**config.mk**
```make
export PLATFORM = sky130hd
export DESIGN_NAME = sib_cell
export DESIGN_NICKNAME = d
export VERILOG_FILES = /design/src/rtl/core/sib_pkg.sv /design/src/rtl/core/sib_cell.sv
export SDC_FILE = /design/constraint.sdc
export NUM_CORES = 1
export LEC_CHECK = 0
export BUFFER_PORTS_ARGS = -buffer_cell sky130_fd_sc_hd__buf_2
export CAP_MARGIN = 20
export CORE_UTILIZATION = 23
export CTS_BUF_LIST = sky130_fd_sc_hd__clkbuf_8
export DETAILED_ROUTE_END_ITERATION = 7
export PLACE_DENSITY = 0.52
export SLEW_MARGIN = 20
export SYNTH_ARGS = -nofsm -noshare
export SYNTH_HDL_FRONTEND = slang
export SYNTH_SLANG_ARGS = --single-unit
```
**constraint.sdc**
```tcl
create_clock -name i_clk -period 3 [get_ports i_clk]
set_clock_uncertainty 0.1 [all_clocks]
set_input_delay 0.45 -clock i_clk [delete_from_list [all_inputs] [get_ports i_clk]]
set_output_delay 0.45 -clock i_clk [all_outputs]
set_load 0.01 [all_outputs]
```
**src/rtl/core/sib_pkg.sv**
```systemverilog
`timescale 1ns / 1ps
package sib_pkg;

    // Buffer geometry
    localparam int CAPACITY = 64;
    localparam int IDX_W    = $clog2(CAPACITY);
    localparam int CNT_W    = $clog2(CAPACITY + 1);
    localparam int LEVELS   = $clog2(CAPACITY);

    // Operation codes
    localparam logic [1:0] OP_INSERT = 2'd0;
    localparam logic [1:0] OP_READ   = 2'd1;
    localparam logic [1:0] OP_CLEAR  = 2'd2;

    // Status codes
    localparam logic [1:0] ST_OK    = 2'd0;
    localparam logic [1:0] ST_FULL  = 2'd1;
    localparam logic [1:0] ST_RANGE = 2'd2;

    // Sort modes; the unused code falls back to ascending depth
    localparam logic [1:0] MODE_ASC_DEPTH  = 2'd0;
    localparam logic [1:0] MODE_DESC_DEPTH = 2'd1;
    localparam logic [1:0] MODE_DESC_TEX   = 2'd2;

    // Register index of sort_mode
    localparam logic REG_SORT_MODE = 1'b0;

    typedef struct packed {
        logic signed [31:0] depth;
        logic [15:0]        texture;
        logic [15:0]        tag;
    } t_entry;

    // Per-cell update control
    typedef struct packed {
        logic load;
        logic shift;
    } t_cell_ctl;

endpackage

```
**src/rtl/core/sib_cell.sv**
```systemverilog
`timescale 1ns / 1ps
module sib_cell (
    input  logic               i_clk,
    input  logic               i_rst_n,
    input  logic [1:0]         i_mode,
    input  sib_pkg::t_entry    i_item,
    input  logic               i_cmp_en,
    input  logic               i_live,
    input  sib_pkg::t_cell_ctl i_ctl,
    input  sib_pkg::t_entry    i_prev,
    output sib_pkg::t_entry    o_entry,
    output logic               o_ahead
);

    sib_pkg::t_entry r_entry;
    logic            r_ahead;
    logic            n_ahead;

    // Decide whether the held entry goes after the new item
    always_comb begin
        unique case (i_mode)
            sib_pkg::MODE_DESC_DEPTH: n_ahead = r_entry.depth < i_item.depth;
            sib_pkg::MODE_DESC_TEX:   n_ahead = r_entry.texture < i_item.texture;
            default:                  n_ahead = r_entry.depth > i_item.depth;
        endcase
        n_ahead = n_ahead & i_live;
    end

    // Hold the compare result for the update cycle
    always_ff @(posedge i_clk) begin
        if (!i_rst_n) begin
            r_ahead <= 1'b0;
        end else if (i_cmp_en) begin
            r_ahead <= n_ahead;
        end
    end

    // Take the new item, or the neighbor's entry on a shift
    always_ff @(posedge i_clk) begin
        if (i_ctl.load) begin
            r_entry <= i_item;
        end else if (i_ctl.shift) begin
            r_entry <= i_prev;
        end
    end

    assign o_entry = r_entry;
    assign o_ahead = r_ahead;

endmodule

```
==> metrics, run 1 <==
VDD IR max=0.170 mV; measured slew at the worst slew-check pin=0.978 ns; die width=133 um; vias per cell=4.21; type of the worst setup path=reg -> reg; GRT Overall Usage=0.118; vias in the first global route=3,324; Mapped Avg Cell Area=12.7 um^2; Seq/Total Area, Yosys=0.490; worst path buffer plus inverter count=0; multi-input logic area=1810 um^2; DPL Wire Length=7890 um; Power Density=484 nW/um^2; Post-CTS Setup Inserts=0; synth warn=0; Synth cell types=31; area post-placement=5230 um^2; gr ovfl total=0; Post-synth top flop=edfxtp_1; normalized max-slew margin=0.348; Final Non-Filler Cells=742; Startpoint Class=flip-flop; cts repair resizes=0; RSZ-0062 raised after global routing=no; Avg WL per Cell=13.8 um; post-route ant nets=0; Remaining DRCs=0; Placer Congestion=0.762; Fin. Hold Viols=0; CP Max Fanout=4; cells after synthesis=311; Final setup viols=0; crit-path leading delay family=compound AO/OA/AOI/OAI gates; core area=16,700 um^2; share of cells above drive strength 1=0.547; Initial DRC Count=60; via count=3,122; DP Cell Count=725; Hold Crit Class=in -> reg; CTS Buffer Depth=2; worst skew pair latency=0.37 ns; Routed WL=10,300 um; CTS sink cnt=65; Fill cells=1,749; fin crit share=0.819; register clock-pin slew on the reported worst setup and hold paths=0.09 ns; Cell Area, Synth=3960 um^2; crit-path max cell delay=0.42 ns; Die Span Y=133 um; maxcap violations=0; Inserted Clock Buffers=9; CTS tree=yes; Post-synth EDFFs=64; FP Rows=47; #FFs+latches synth=65; leading area contributor after synthesis=edfxtp_1; CP Data Required Time=3.16 ns; Critical-path top delay cell=a221o_2; top cells by area, synth=edfxtp_1, mux2_2, ha_1; largest net degree at the start of global routing=65; Async SR Flop Fraction=0; fmax=407 MHz; setup TNS=0 ns; die area=17,700 um^2; element type at the critical path end=flip-flop; Root Driver=clkbuf_8; # IOs=201; final instance area=5460 um^2; Post-Syn Nets=496; post-synth top area share=0.485; Area growth syn-to-layout=37.9%; drt pass-1 iters=4; initial antenna violation count=2; FF+latch area=1940 um^2; Slew Limit Fails=0; crit path DAT=2.62 ns; port buffer count=200; Initial Util=0.237; # nets final=701; first-pass GRT wire length=16,100 um; Critical Path, Cell by Cell=ha_1 > nand4_1 > nor4_2 > a221o_2 > a2bb2oi_1 > o221ai_1 > mux2i_1 > a32o_1; minimum clock period after layout=2.46 ns; CTS Hold Buffers Added=0; status=completed; H-tree Lvls=3; Lkg Pwr=2.64 nW
==> cell usage after synthesis (all sizes together), types with 2 or more instances <==
cell type and number:
a211oi 2, a21o 7, a21oi 15, and3 2, clkbuf 7, edfxtp 64
ha 49, inv 50, mux2 64, nand2 8, nand2b 3, nand3 6
nand4 10, nor2 3, o21ai 5
==> metal layers <==
| metal | wire length [um] | GRT usage | part of all wire |
|---|---|---|---|
| met1 | 4570 | 0.140 | 0.44 |
| met2 | 4750 | 0.195 | 0.46 |
| met5 | 14 | 0 | 0.0014 |
| met4 | 182 | 0.0549 | 0.018 |
| met3 | 752 | 0.0354 | 0.073 |
==> kinds of logic (layout without fill, tap and decap cells) <==
logic type,Yosys count,in the layout,share of synthesized area
compound gates,38,38,0.0641
fa+ha+maj,49,49,0.155
buf+inv,57,267,0.0540
flops,65,65,0.490
mux,65,65,0.185
other cells,0,1,0
simple gates,37,37,0.0521
==> sequential cells by signal (all words and copies together) (netlist names) <==
name / count
o_entry: 64
o_ahead: 1
==> report_power, final <==
group | switching, mW | leakage, nW | internal [mW]
logic | 0.293 | 1.87 | 0.294
clock network | 0.419 | 0.107 | 0.477
registers | 0.0466 | 0.660 | 1.11
total | 0.759 | 2.64 | 1.89
==> placed cells by master (no fill, tap or decap), types with 5 or more instances in the layout <==
| cell type | Yosys | layout |
|---|---|---|
| mux2_2 | 64 | 64 |
| ha_1 | 49 | 49 |
| a21o_1 | 7 | 7 |
| inv_1 | 50 | 50 |
| a21oi_1 | 15 | 15 |
| o21ai_0 | 5 | 5 |
| edfxtp_1 | 64 | 64 |
| clkbuf_8 | 0 | 9 |
| nand2_1 | 8 | 8 |
| buf_2 | 0 | 200 |
| nand3_1 | 6 | 6 |
| nand4_1 | 10 | 10 |
==> worst reg2reg max path, stage by stage (launching register included) <==
cell       delay (ns)
edfxtp_1         0.41
ha_1             0.36
nand4_1          0.16
nor4_2           0.08
a221o_2          0.42
a2bb2oi_1        0.27
o221ai_1         0.19
mux2i_1          0.15
a32o_1           0.21
==> through the flow <==
| stage | utilization | hold slack (ns) | power, mW | setup slack (ns) |
|---|---|---|---|---|
| after CTS | 0.327 | 0.247 | 2.70 | 0.492 |
| after global placement | 0.313 | 0.562 | 1.77 | 0.347 |
| after global routing | 0.327 | 0.251 | 2.79 | 0.364 |
| after floorplan | - | 0.504 | 1.50 | 0.506 |
| after detailed placement | 0.313 | 0.555 | 1.78 | 0.320 |
| final | 0.327 | 0.275 | 2.64 | 0.544 |
==> final timing paths <==
kind | slack, ns | from | to | cells after the start
min | 0.27 | i_prev[62] | o_entry[62] | 2
max | 0.54 | o_entry[63] | o_ahead | 8
max reg2reg | 0.54 | o_entry[63] | o_ahead | 8
min reg2reg | 0.57 | o_ahead | o_ahead | 3
==> layout make-up <==
class	instances	area share
clock inverter	7	0.0186
clock buffer	9	0.0227
tap	220	0.0504
multi-input combinational	189	0.331
antenna	1	0.000458
inverter	50	0.0344
sequential	65	0.356
timing repair buffer	201	0.187
Power figures use the tool's default switching activity.
==> inputs of run 2 (changes only) <==
PLACE_DENSITY = 0.54   (was 0.52)
clock period = 2.05 ns   (was 3 ns; I/O delays follow)
==> run 2 against run 1 <==
Against the previous run:
- the flow now finishes with violations (negative setup slack)
- core utilization up 1.4 points
- count of clock-buffer cells in the layout unchanged
- maximum frequency grew 11%
- power increased by 48%
- final area is 4.1% higher
- flip-flop and latch count stayed put
- global-route usage grew 0.87 points
- wire length grew 5.5%
- final cell count up 2.4%
- critical path depth down 1
- critical path type unchanged
- highest routed layer is now met4
==> metrics, run 2 (synthesis gave the netlist of run 1 again) <==
Area growth syn-to-layout=43.6%; most common cell after layout, fill and taps aside=buf_2; combinational share of power=0.244; core area=16,700 um^2; Critical Path, Cell by Cell=ha_1 > nand4_1 > buf_4 > or4_1 > o21ai_0 > mux2i_1 > a32o_1; Fin. Hold Viols=0; RSZ-0062 raised after global routing=yes; area post-placement=5390 um^2; Hold Crit Class=in -> reg; normalized max-slew margin=0.353; crit path DAT=2.36 ns; crit-path leading delay family=simple AND/OR/NAND/NOR gates; Fin Hold WS=0.103 ns; Seq pwr share=0.437; largest net degree at the start of global routing=65; share of cells above drive strength 1=0.578; crit-path max cell delay=0.54 ns; fmax=454 MHz; die width=133 um; post-layout util=0.341; CTS tree=yes; minimum clock period after layout=2.20 ns; final instance area=5690 um^2; VDD IR max=0.351 mV; vias in the first global route=3,414; Routed WL=10,800 um; Lkg Pwr=2.74 nW; Switch Pwr=1.10 mW; H-tree Lvls=3; Startpoint Class=flip-flop; Power Density=687 nW/um^2; CTS sink cnt=65; failing checks=negative setup slack; FP Rows=47; gr ovfl total=0; Critical-path top delay cell=or4_1; post-route ant nets=0; drt pass-1 iters=4; GRT Overall Usage=0.127; # IOs=201; max reg flops=64; status=finished with violations; switching share of power=0.282; CTS Hold Buffers Added=0; top routing layer in use=met4; worst skew pair latency=0.36 ns; fin crit share=1.07; internal power=2.80 mW; Final setup viols=1; measured slew at the worst slew-check pin=0.971 ns; Die Span Y=133 um; Clk pwr share=0.319; type of the worst setup path=reg -> reg; register clock-pin slew on the reported worst setup and hold paths=0.08 ns; most frequent cells in the layout=buf_2, mux2_2, edfxtp_1; Placer Congestion=0.763; Initial DRC Count=61; DR WL met2=5070 um; Avg WL per Cell=14.3 um; CP Max Fanout=4; port buffer count=200; Slew Limit Fails=0; die area=17,700 um^2; via count=3,190; met3 wire length=840 um; CTS Buffer Depth=2; # nets final=718; element type at the critical path end=flip-flop; initial antenna violation count=2; Inserted Clock Buffers=9; DPL Wire Length=8360 um; Initial Util=0.237; maxcap violations=0; Root Driver=clkbuf_8; first-pass GRT wire length=17,100 um; CP Data Required Time=2.21 ns; vias per cell=4.20; final worst slack=-0.153 ns; worst path buffer plus inverter count=1; pre-CTS WS=-0.493 ns; Remaining DRCs=0; met1 WL=4690 um
-- run 2: cell type report --
cell class | instances | area [um^2]
fill | 1753 | 11000
sequential | 65 | 1940
multi-input combinational | 189 | 1920
timing repair buffer | 218 | 1150
tap | 220 | 275
inverter | 50 | 188
clock buffer | 9 | 124
clock inverter | 7 | 86.3
antenna | 2 | 5.00
-- run 2: what timing repair did --
item                       CTS  global route
pin swaps                    1             1
gates resized for setup      5             4
gates cloned                 0             0
setup endpoints to repair    1             1
buffers inserted             1             0
-- run 2: layer usage --
layer  up-vias  GRT usage
li1       1597          -
met1      1440      0.149
met2       138      0.211
met3        15     0.0361
met4         0     0.0619
met5         -          0
-- run 2: per-stage QoR --
stage,total power [mW],instances,TNS [ns]
5_1_grt,4.15,758,-0.298
3_3_place_gp,2.66,741,-0.445
3_5_place_dp,2.67,741,-0.493
6_report,3.91,760,-0.153
2_1_floorplan,2.21,311,-0.0492
4_1_cts,3.98,758,-0.196
-- run 2: final timing paths --
path,slack [ns],to,from,cells after the start
worst max-delay path,-0.15,o_ahead,o_entry[46],7
worst min-delay path,0.10,o_ahead,i_rst_n,2
worst max register to register,-0.15,o_ahead,o_entry[46],7
worst min register to register,0.61,o_ahead,o_ahead,3
-- run 2: power by group through the flow --
stage | logic (mW) | registers, mW | clock network (mW)
2_1_floorplan | 0.410 | 1.80 | 0
3_3_place_gp | 0.927 | 1.73 | 0
3_5_place_dp | 0.938 | 1.74 | 0
4_1_cts | 0.962 | 1.71 | 1.31
5_1_grt | 1.08 | 1.72 | 1.34
6_report | 0.953 | 1.70 | 1.25
==> inputs of run 3 (changes only) <==
PLACE_DENSITY = 0.52   (was 0.54)
clock period = 2.37 ns   (was 2.05 ns; I/O delays follow)
==> run 3 against run 2 <==
Against the previous run:
- the run now ends clean
- final cell count shrank 1.6%
- power is 18% lower
- sequential power down 14%
- final area down 2.8%
- critical path type unchanged
- critical endpoint unchanged
==> metrics, run 3 (synthesis gave the netlist of run 1 again) <==
status=completed; Lkg Pwr=2.66 nW; # IOs=201; initial antenna violation count=3; register clock-pin slew on the reported worst setup and hold paths=0.08 ns; worst skew pair latency=0.36 ns; Routed WL=10,400 um; first-pass GRT wire length=16,600 um; minimum clock period after layout=2.24 ns; Critical-path top delay cell=edfxtp_1; VDD IR max=0.242 mV; final instance area=5530 um^2; max reg flops=64; CTS Buffer Depth=2; share of cells above drive strength 1=0.559; largest net degree at the start of global routing=65; Final setup viols=0; Final Non-Filler Cells=748; switching share of power=0.287; Root Driver=clkbuf_8; internal power=2.28 mW; setup TNS=0 ns; area post-placement=5260 um^2; CTS tree=yes; Startpoint Class=flip-flop; gr ovfl total=0; via count=3,164; most frequent cells in the layout=buf_2, mux2_2, edfxtp_1; core area=16,700 um^2; RSZ-0062 raised after global routing=no; Slew Limit Fails=0; drt pass-1 iters=4; CTS sink cnt=65; measured slew at the worst slew-check pin=0.956 ns; GRT Overall Usage=0.122; maxcap violations=0; Fin. Hold Viols=0; element type at the critical path end=flip-flop; Avg WL per Cell=13.9 um; Remaining DRCs=0; FP Rows=47; Fin Hold WS=0.159 ns; Initial DRC Count=83; fmax=446 MHz; Critical Path, Cell by Cell=ha_1 > a21oi_1 > o21ai_0 > a221oi_1 > buf_4 > a2bb2oi_2 > o221ai_2 > mux2i_1 > a32o_1; Switch Pwr=921 uW; Hold Crit Class=in -> reg; crit-path max cell delay=0.43 ns; # nets final=706; DPL Wire Length=7960 um; die width=133 um; die area=17,700 um^2; CP Max Fanout=2; crit path DAT=2.40 ns; vias per cell=4.23; Initial Util=0.237; CTS Hold Buffers Added=0; port buffer count=200; post-route ant nets=0; combinational share of power=0.244; Power Density=580 nW/um^2; Inserted Clock Buffers=9; type of the worst setup path=reg -> reg; Placer Congestion=0.793; DP Cell Count=728; vias in the first global route=3,427; normalized max-slew margin=0.363; most common cell after layout, fill and taps aside=buf_2; fin crit share=0.947; H-tree Lvls=3; Die Span Y=133 um; Clk pwr share=0.296; Seq pwr share=0.459; CP Data Required Time=2.52 ns; post-layout util=0.331; Area growth syn-to-layout=39.6%
[run 3: metrics by stage]
step / setup WS (ns) / total power [mW]
floorplan: 0.224 / 1.90
global placement: -0.0947 / 2.25
detailed placement: -0.155 / 2.26
CTS: 0.0581 / 3.26
global route: 0.00601 / 3.41
finish: 0.126 / 3.20
[run 3: final cells by class]
cell class	instances	area [um^2]
Fill cell	1732	11200
Clock inverter	7	62.6
Antenna cell	2	5.00
Multi-Input combinational cell	189	1870
Tap cell	220	275
Clock buffer	9	124
Inverter	50	188
Sequential cell	65	1940
Timing Repair Buffer	206	1060
[run 3: worst paths after layout]
kind / start / endpoint / slack (ns) / depth (start not counted)
worst max-delay path: o_entry[55] / o_ahead / 0.13 / 9
worst min-delay path: i_rst_n / o_ahead / 0.16 / 2
worst max register to register: o_entry[55] / o_ahead / 0.13 / 9
worst min register to register: o_ahead / o_ahead / 0.56 / 3
[run 3: timing repair]
item	4_1_cts	5_1_grt
cloned	0	0
gates resized for setup	2	8
setup endpoints to repair	1	1
pin swaps	1	6
setup buffers	0	2
[run 3: per-layer routing]
layer  global-route usage  vias up  wire, um
li1                     -     1576         -
met4               0.0556        0       213
met1                0.141     1452      4520
met5                    0        -         0
met2                0.206      122      4920
met3               0.0369       14       759
[run 3: power by group through the flow]
| stage | clock network, mW | logic (mW) | registers (mW) |
|---|---|---|---|
| 2_1_floorplan | 0 | 0.347 | 1.56 |
| 3_3_place_gp | 0 | 0.759 | 1.49 |
| 3_5_place_dp | 0 | 0.767 | 1.50 |
| 4_1_cts | 1.01 | 0.778 | 1.47 |
| 5_1_grt | 1.05 | 0.883 | 1.49 |
| 6_report | 0.950 | 0.783 | 1.47 |
[run 3: critical path, delay by kind of cell (launching register included)]
family,cells,cell delay [ns]
buffers and inverters,1,0.17
multiplexers,1,0.13
AO/OA/AOI/OAI,6,1.00
flip-flops,1,0.43
adder cells (fa/ha/maj),1,0.31
